File: src/sv/tli_pkg.sv
// shared types and constants of the table linear interpolator
// item structs, controller command and status structs, select codes
// no dependencies
package tli_pkg;

  localparam int unsigned TLEN_W = 9;
  localparam int unsigned QUO_W  = 33;

  localparam logic KIND_LOAD  = 1'b0;
  localparam logic KIND_QUERY = 1'b1;

  localparam logic REG_TABLE_LENGTH = 1'b0;
  localparam logic REG_LEFT_VALUE   = 1'b1;

  localparam logic [1:0] REGION_BELOW    = 2'd0;
  localparam logic [1:0] REGION_INTERIOR = 2'd1;
  localparam logic [1:0] REGION_AT_LAST  = 2'd2;
  localparam logic [1:0] REGION_ABOVE    = 2'd3;

  typedef enum logic [1:0] {
    ADDR_LAST,
    ADDR_MID,
    ADDR_LOM1,
    ADDR_LO
  } addr_sel_e;

  typedef enum logic [1:0] {
    RES_LEFT,
    RES_ABOVE,
    RES_AT,
    RES_INTERP
  } res_sel_e;

  typedef struct packed {
    logic               kind;
    logic [7:0]         point_index;
    logic signed [31:0] domain_value;
    logic signed [31:0] point_value;
  } in_item_t;

  typedef struct packed {
    logic signed [31:0] interpolated_value;
    logic [1:0]         region;
  } out_item_t;

  typedef struct packed {
    logic      write;
    logic      capture;
    logic      rd_en;
    addr_sel_e rd_sel;
    logic      mid_load;
    logic      keep_last;
    logic      step_search;
    logic      take_p0;
    logic      delta;
    logic      mag;
    logic      mul;
    logic      sum;
    logic      check;
    logic      div_step;
    logic      res_load;
    res_sel_e  res_sel;
  } cmd_t;

  typedef struct packed {
    logic gt_last;
    logic search_done;
    logic lo_zero;
    logic lo_at_len;
  } sts_t;

endpackage

File: src/sv/tli_ctrl.sv
// controller of the table linear interpolator
// sequences table read, binary search, multiply and serial divide
// depends on tli_pkg
module tli_ctrl import tli_pkg::*; (
  input  logic clk_i,
  input  logic rst_ni,
  input  logic start_i,
  input  logic kind_i,
  input  sts_t sts_i,
  output cmd_t cmd_o,
  output logic busy_o,
  output logic out_valid_o
);

  localparam int unsigned CNT_W = $clog2(QUO_W);

  localparam logic [3:0] S_IDLE    = 4'd0;
  localparam logic [3:0] S_RD_LAST = 4'd1;
  localparam logic [3:0] S_WT_LAST = 4'd2;
  localparam logic [3:0] S_SRCH    = 4'd3;
  localparam logic [3:0] S_SWAIT   = 4'd4;
  localparam logic [3:0] S_P0      = 4'd5;
  localparam logic [3:0] S_P1      = 4'd6;
  localparam logic [3:0] S_MAG     = 4'd7;
  localparam logic [3:0] S_MUL     = 4'd8;
  localparam logic [3:0] S_SUM     = 4'd9;
  localparam logic [3:0] S_CHK     = 4'd10;
  localparam logic [3:0] S_DIV     = 4'd11;
  localparam logic [3:0] S_FIN     = 4'd12;
  localparam logic [3:0] S_OUT     = 4'd13;

  logic [3:0]       state_q, state_d;
  logic [CNT_W-1:0] cnt_q, cnt_d;

  always_comb begin
    cmd_o   = '0;
    state_d = state_q;
    cnt_d   = cnt_q;
    case (state_q)
      S_IDLE: begin
        if (start_i) begin
          if (kind_i == KIND_QUERY) begin
            cmd_o.capture = 1'b1;
            state_d       = S_RD_LAST;
          end else begin
            cmd_o.write = 1'b1;
          end
        end
      end
      S_RD_LAST: begin
        cmd_o.rd_en  = 1'b1;
        cmd_o.rd_sel = ADDR_LAST;
        state_d      = S_WT_LAST;
      end
      S_WT_LAST: begin
        cmd_o.keep_last = 1'b1;
        if (sts_i.gt_last) begin
          cmd_o.res_load = 1'b1;
          cmd_o.res_sel  = RES_ABOVE;
          state_d        = S_OUT;
        end else begin
          state_d = S_SRCH;
        end
      end
      S_SRCH: begin
        if (!sts_i.search_done) begin
          cmd_o.rd_en    = 1'b1;
          cmd_o.rd_sel   = ADDR_MID;
          cmd_o.mid_load = 1'b1;
          state_d        = S_SWAIT;
        end else if (sts_i.lo_zero) begin
          cmd_o.res_load = 1'b1;
          cmd_o.res_sel  = RES_LEFT;
          state_d        = S_OUT;
        end else if (sts_i.lo_at_len) begin
          cmd_o.res_load = 1'b1;
          cmd_o.res_sel  = RES_AT;
          state_d        = S_OUT;
        end else begin
          cmd_o.rd_en  = 1'b1;
          cmd_o.rd_sel = ADDR_LOM1;
          state_d      = S_P0;
        end
      end
      S_SWAIT: begin
        cmd_o.step_search = 1'b1;
        state_d           = S_SRCH;
      end
      S_P0: begin
        cmd_o.take_p0 = 1'b1;
        cmd_o.rd_en   = 1'b1;
        cmd_o.rd_sel  = ADDR_LO;
        state_d       = S_P1;
      end
      S_P1: begin
        cmd_o.delta = 1'b1;
        state_d     = S_MAG;
      end
      S_MAG: begin
        cmd_o.mag = 1'b1;
        state_d   = S_MUL;
      end
      S_MUL: begin
        cmd_o.mul = 1'b1;
        state_d   = S_SUM;
      end
      S_SUM: begin
        cmd_o.sum = 1'b1;
        state_d   = S_CHK;
      end
      S_CHK: begin
        cmd_o.check = 1'b1;
        cnt_d       = CNT_W'(QUO_W - 1);
        state_d     = S_DIV;
      end
      S_DIV: begin
        cmd_o.div_step = 1'b1;
        if (cnt_q == '0) begin
          state_d = S_FIN;
        end else begin
          cnt_d = cnt_q - 1'b1;
        end
      end
      S_FIN: begin
        cmd_o.res_load = 1'b1;
        cmd_o.res_sel  = RES_INTERP;
        state_d        = S_OUT;
      end
      S_OUT: begin
        state_d = S_IDLE;
      end
      default: begin
        state_d = S_IDLE;
      end
    endcase
  end

  always_ff @(posedge clk_i or negedge rst_ni) begin
    if (!rst_ni) begin
      state_q <= S_IDLE;
      cnt_q   <= '0;
    end else begin
      state_q <= state_d;
      cnt_q   <= cnt_d;
    end
  end

  assign busy_o      = (state_q != S_IDLE);
  assign out_valid_o = (state_q == S_OUT);

endmodule

File: config.mk
export PLATFORM = sky130hd
export DESIGN_NAME = tli_ctrl
export DESIGN_NICKNAME = d
export VERILOG_FILES = /design/src/sv/tli_pkg.sv /design/src/sv/tli_ctrl.sv
export SDC_FILE = /design/constraint.sdc
export NUM_CORES = 1
export LEC_CHECK = 0
export BUFFER_PORTS_ARGS = -buffer_cell sky130_fd_sc_hd__buf_2
export CAP_MARGIN = 5
export CORE_MARGIN = 2
export CORE_UTILIZATION = 35
export CTS_CLUSTER_SIZE = 10
export DETAILED_ROUTE_END_ITERATION = 8
export RECOVER_POWER = 25
export SYNTH_ARGS = -nofsm -noshare
export SYNTH_HDL_FRONTEND = slang
export SYNTH_SLANG_ARGS = --single-unit
export TNS_END_PERCENT = 20
File: constraint.sdc
create_clock -name clk_i -period 2 [get_ports clk_i]
set_clock_uncertainty 0.15 [all_clocks]
set_input_delay 0.2 -clock clk_i [delete_from_list [all_inputs] [get_ports clk_i]]
set_output_delay 0.2 -clock clk_i [all_outputs]
set_load 0.005 [all_outputs]
==> results of run 1 <==
## tightest hold or removal path: stages
cell and delay [ps]:
buf_2 100, nand3_1 90, o311ai_0 100, nor2_1 50
## report_power, final
part           leakage, nW  total [mW]  switching, mW  internal (mW)
Clock               0.0138       0.136         0.0666         0.0695
Sequential           0.122       0.515          0.202          0.312
Combinational        0.362       0.944          0.476          0.468
Total                0.497        1.59          0.745          0.850
## layer usage
| layer | routed length, µm | global-route usage [%] | up-vias |
|---|---|---|---|
| li1 | - | - | 420 |
| met1 | 931 | 21.4 | 383 |
| met2 | 870 | 25.2 | 34 |
| met3 | 95 | 1.17 | 5 |
| met4 | 50 | 11.4 | 0 |
| met5 | 0 | 0 | - |
## cell type report
cell class              count  area (µm²)
fillers                   229        1130
multi-input cells          78         510
flip-flops and latches     10         255
repair buffers             34         189
well taps                  28        35.0
inverters                   7        26.3
clock buffers               3        22.5
## cell families (layout without fill, tap and decap cells)
logic type	Yosys count	after routing	share of synthesized area, %
xor gates and xnor gates	2	2	2.22
and+or+nand+nor	50	50	33.8
DFF	10	10	31.7
AOI/OAI and AO/OA	22	22	20.2
adders and majority gates	2	2	3.17
buffers and inverters	12	44	6.35
muxes	2	2	2.54
## stage by stage
stage	area, µm²	util (%)	TNS, ps	hold slack, ps
floorplan	788	-	0	-246
global placement	950	43.8	0	-78.9
detailed placement	950	43.8	0	-78.4
CTS	990	45.6	0	162
global route	1040	47.9	-3.97	167
finish	1040	47.9	0	161
## synthesized netlist by cell type (2+ instances only)
| master | count |
|---|---|
| a21oi_1 | 3 |
| ha_1 | 2 |
| inv_1 | 7 |
| nor2_1 | 12 |
| nand3_1 | 4 |
| or2_2 | 2 |
| o22ai_1 | 2 |
| xor2_1 | 2 |
| mux2i_1 | 2 |
| nor3_1 | 4 |
| nand2b_1 | 4 |
| dfrtp_1 | 10 |
| o21ai_0 | 6 |
| clkbuf_1 | 3 |
| nand2_1 | 11 |
| nor3b_1 | 2 |
## worst paths after layout
path                                                to  cells after the start                    from
min in group asynchronous         cnt_q[3]$_DFFE_PN0P_                      2                  rst_ni
worst max register to register    cnt_q[2]$_DFFE_PN0P_                      6    cnt_q[0]$_DFFE_PN0P_
worst min register to register    cnt_q[2]$_DFFE_PN0P_                      1    cnt_q[2]$_DFFE_PN0P_
max in group asynchronous       state_q[2]$_DFFE_PN0P_                      2                  rst_ni
worst min-delay path            state_q[1]$_DFFE_PN0P_                      4                sts_i[3]
worst max-delay path                          cmd_o[2]                      5  state_q[2]$_DFFE_PN0P_
## registers in the layout (all words and copies together) (netlist names)
name / count
state_q: 4
cnt_q: 6
## what timing repair did
action / in CTS / in global routing
endpoints found under the setup margin: 4 / 7
resized for setup: 2 / 6
buffers inserted: 0 / 4
hold buffers: 1 / 0
endpoints found under the hold margin: 10 / 0
==> qor.txt, run 1 <==
Slew headroom = 64.0%
Area added between synthesis and finish = 31.7%
Fin. max-slew vios = 0
Synthesis Warnings = 0
Nets = 144
Leading cell type in the layout, fill and taps excluded = buf_2
Worst EP required = 1650 ps
Largest cells by area after synthesis = dfrtp_1, nor2_1, nand2_1
Buf+Inv Stages, Crit Path = 1
Tightest Pin Transition = 540 ps
Final total power = 1.59 mW
Dominant cell type by area after synthesis = dfrtp_1
Worst VDD drop = 0.683 mV
Antenna diode count = 0
Cell Count, Final, Fillers Out = 160
Largest net degree at the start of global routing = 17
Post-route ant nets = 0
Worst hold path class = in2reg
Synth unique cells = 40
Routed Wire Length = 1.95 mm
DRC = 0
Sequential share of the synthesized area = 31.7%
Final Cycle Share = 95.4%
Yosys top cell area share = 31.7%
First-pass GRT wire length = 3.25 mm
CP Launch Type = flop
Kind of critical path = reg2out
Iteration-0 DRC Markers = 8
Clock Path Buffers = 2
Final Setup Violations = 0
GRT overflow = 0
Row count = 17
CP delay by family, top = flip-flops
Dominant synthesized flop cell = dfrtp_1
Most frequent cells in the layout = buf_2, nor2_1, nand2_1
Worst path arrival time = 1560 ps
Post-layout minimum cycle time = 1910 ps
Routability Congestion = 0.738
Synthesized cell area = 788 µm²
DP Worst Slack = 178 ps
CP max stage delay = 500 ps
CTS root buffer = clkbuf_4
Clk slew on worst S/H paths = 60 ps
Antenna violations before repair = 0
Vias in the first global route = 776
Mean routed wirelength per cell = 12.2 µm
Vias/cell = 5.26
Mean Syn Cell Area = 7.88 µm²
F_max = 524 MHz
H-Tree Depth = 1
Port Buffer Count = 27
CTS tree = built
Initial Util = 36.3%
Proportion of layout cells with a drive suffix above 1 = 38.6%
Routed vias = 842
Core ar. = 2170 µm²
Worst path slowest cell = dfrtp_2
Post-synth EDFFs = 0
Synth Instances = 100
RSZ-0062 raised after global routing = yes
Crit path cell chain = nand2_1, or2_2, a21o_1, o21ai_0, buf_2
Post-synthesis register bit count = 10
Hpwl dp = 1.45 mm
Critical Path Fanout Max = 12
Final hold vios = 0
Die height = 51.5 µm
Total track usage = 16.3%
Post-synth net total = 110
Max Cap Viol = 0
R2R setup slack = 160 ps
Clk Latency, worst-skew pair = 260 ps
Ports = 28
Initial DRT Pass Iterations = 4
CTS Buf Count = 3
Cell Count Post-Placement = 152
Die width = 51.5 µm
Pwr/cell area = 1540 nW/µm²
PnR worst setup slack = 91.2 ps
DIE AREA = 2650 µm²
Post-synth ARST share = 100%
CTS Sinks = 10
CP Capture Type = output port
Leak pwr = 0.497 nW
Status = finished, final reports clean
(Power assumes the default switching activity.)
==> run 2: changes to the inputs <==
--- a/config.mk
+++ b/config.mk
@@ -8,9 +8,10 @@
 export BUFFER_PORTS_ARGS = -buffer_cell sky130_fd_sc_hd__buf_2
 export CAP_MARGIN = 5
 export CORE_MARGIN = 2
-export CORE_UTILIZATION = 35
+export CORE_UTILIZATION = 43
 export CTS_CLUSTER_SIZE = 10
 export DETAILED_ROUTE_END_ITERATION = 8
+export PLACE_DENSITY = 0.73
 export RECOVER_POWER = 25
 export SYNTH_ARGS = -nofsm -noshare
 export SYNTH_HDL_FRONTEND = slang
==> constraint.sdc (replaced) <==
create_clock -name clk_i -period 1.6 [get_ports clk_i]
set_clock_uncertainty 0.15 [all_clocks]
set_input_delay 0.16 -clock clk_i [delete_from_list [all_inputs] [get_ports clk_i]]
set_output_delay 0.16 -clock clk_i [all_outputs]
set_load 0.005 [all_outputs]
==> qor.txt, run 2 (synthesized netlist as in run 1, its figures left out) <==
Register Area = 255 µm² (unchanged)
Hpwl dp = 1.58 mm (+9.0%)
Register bank with the most flops = cnt_q
Iteration-0 DRC Markers = 16 (+8)
Cell Count, Final, Fillers Out = 182 (+14%)
Leak pwr = 0.655 nW (+32%)
Worst Reg-to-Reg Cells = 6 (unchanged)
Clk Latency, worst-skew pair = 280 ps (+20 ps)
Tightest Pin Transition = 545 ps (+4.14 ps)
Cell Count Post-Placement = 166 (+9.2%)
Worst path arrival time = 1540 ps (-20 ps)
Fin. max-slew vios = 0 (unchanged)
Largest regs = cnt_q x6, state_q x4
Vias in the first global route = 813 (+4.8%)
Final Hold Slack = 131 ps (-30.5 ps)
Worst reg2reg startpoint = cnt_q[1]$_DFFE_PN0P_
Fin Setup TNS = -3480 ps (-3480 ps)
Routed vias = 969 (+15%)
Antenna violations before repair = 0 (unchanged)
GRT overflow = 0 (unchanged)
CTS root buffer = clkbuf_4
Slew headroom = 63.7% (-0.28 points)
RSZ-0062 raised after global routing = yes
Die width = 46.8 µm (-9.0%)
DIE AREA = 2190 µm² (-17%)
Final Setup Violations = 25 (+25)
Final hold vios = 0 (unchanged)
CP Launch Type = flop
Routability Congestion = 0.818 (+11%)
DRC = 0 (unchanged)
WL met3 = 133 µm (+40%)
CTS Buf Count = 3 (unchanged)
Row count = 15 (-2)
Nets = 169 (+17%)
Vias/cell = 5.32 (+1.2%)
Worst Hold Endpoint = state_q[1]$_DFFE_PN0P_
Mean routed wirelength per cell = 13.7 µm (+13%)
PnR worst setup slack = -249 ps (-340 ps)
Pwr/cell area = 2030 nW/µm² (+32%)
Port Buffer Count = 27 (unchanged)
CTS Sinks = 10 (unchanged)
Antenna diode count = 0 (unchanged)
Clock Path Buffers = 2 (unchanged)
Post-layout minimum cycle time = 1850 ps
Max Cap Viol = 0 (unchanged)
Initial DRT Pass Iterations = 4 (unchanged)
Hold Startpoint = sts_i[3]
First-pass GRT wire length = 3.50 mm (+7.7%)
Multi-input gate area = 583 µm² (+14%)
H-Tree Depth = 1 (unchanged)
F_max = 541 MHz
Reg-to-Reg End = cnt_q[2]$_DFFE_PN0P_
Max FFs per register = 6 (unchanged)
Worst VDD drop = 1.15 mV (+68%)
Final Cycle Share = 116%
Leading cell type in the layout, fill and taps excluded = buf_2
Routed Wire Length = 2.50 mm (+28%)
Status = finished with violations
Total track usage = 22.7% (+6.4 points)
R2R setup slack = -210 ps (-370 ps)
Kind of critical path = reg2out
Critical Path Fanout Max = 6 (-6)
CTS tree = built
Die height = 46.8 µm (-9.0%)
Worst hold path depth = 4 (unchanged)
Proportion of layout cells with a drive suffix above 1 = 56.1% (+17 points)
Worst EP required = 1290 ps (-360 ps)
Core ar. = 1730 µm² (-20%)
Most frequent cells in the layout = buf_2, buf_4, nand2_1
CP Capture Type = output port
Worst hold path class = in2reg
Ports = 28 (unchanged)
Area added between synthesis and finish = 67.6%
Fillers = 128 (-44%)
Top layer in use = met4
WL met1 = 1.01 mm (+8.9%)
Initial Util = 45.7% (+9.3 points)
Clk slew on worst S/H paths = 60 ps (about the same)
Largest net degree at the start of global routing = 11 (-6)
Post-route ant nets = 0 (unchanged)
WL met2 = 1.31 mm (+50%)
Violated checks = setup timing
run 2: metrics by stage:
step | instance area, µm² | power, mW | setup slack [ps] | util, %
after floorplan | 788 | 1.39 | -132 | -
after global placement | 1070 | 1.91 | -136 | 62.2
after detailed placement | 1070 | 1.96 | -198 | 62.2
after CTS | 1240 | 2.44 | -179 | 72.0
after global routing | 1320 | 2.89 | -279 | 76.5
final | 1320 | 2.68 | -249 | 76.5
run 2: power breakdown:
part / switching (mW) / internal, mW
registers: 0.190 / 0.391
logic: 0.882 / 1.04
clock network: 0.0915 / 0.0873
total: 1.16 / 1.52
run 2: worst max path at each step:
stage	from	end	slack, ps	depth (start not counted)
floorplan	cnt_q[0]$_DFFE_PN0P_	cnt_q[2]$_DFFE_PN0P_	-130	6
global placement	cnt_q[1]$_DFFE_PN0P_	cnt_q[2]$_DFFE_PN0P_	-140	6
detailed placement	cnt_q[1]$_DFFE_PN0P_	cnt_q[2]$_DFFE_PN0P_	-200	6
CTS	cnt_q[0]$_DFFE_PN0P_	cnt_q[2]$_DFFE_PN0P_	-180	6
global route	cnt_q[0]$_DFFE_PN0P_	cnt_q[2]$_DFFE_PN0P_	-280	6
finish	state_q[3]$_DFFE_PN0P_	cmd_o[14]	-250	4
run 2: per-layer routing:
metal / GRT usage [%] / up-vias
met5: 0 / -
met4: 9.44 / 0
met3: 4.23 / 6
met2: 41.9 / 43
met1: 25.2 / 455
li1: - / 465
run 2: repair_timing:
item	in CTS	in global routing
gates resized for setup	21	12
buffers inserted	9	4
pin swaps	8	10
hold buffers	1	0
hold endpoints to repair	10	0
setup endpoints to repair	27	28
run 2: area by class of cell:
type / instances / share of cell area (%)
inverter: 7 / 1.99
multi-input combinational: 78 / 44.1
tap: 25 / 2.37
clock buffer: 3 / 1.70
timing repair buffer: 59 / 30.5
sequential: 10 / 19.3
run 2: worst max-delay path: stages, from the launching register on:
cell and delay, ps:
dfrtp_2 470, nor2_4 150, nand4_1 200, o32ai_2 280, buf_2 160
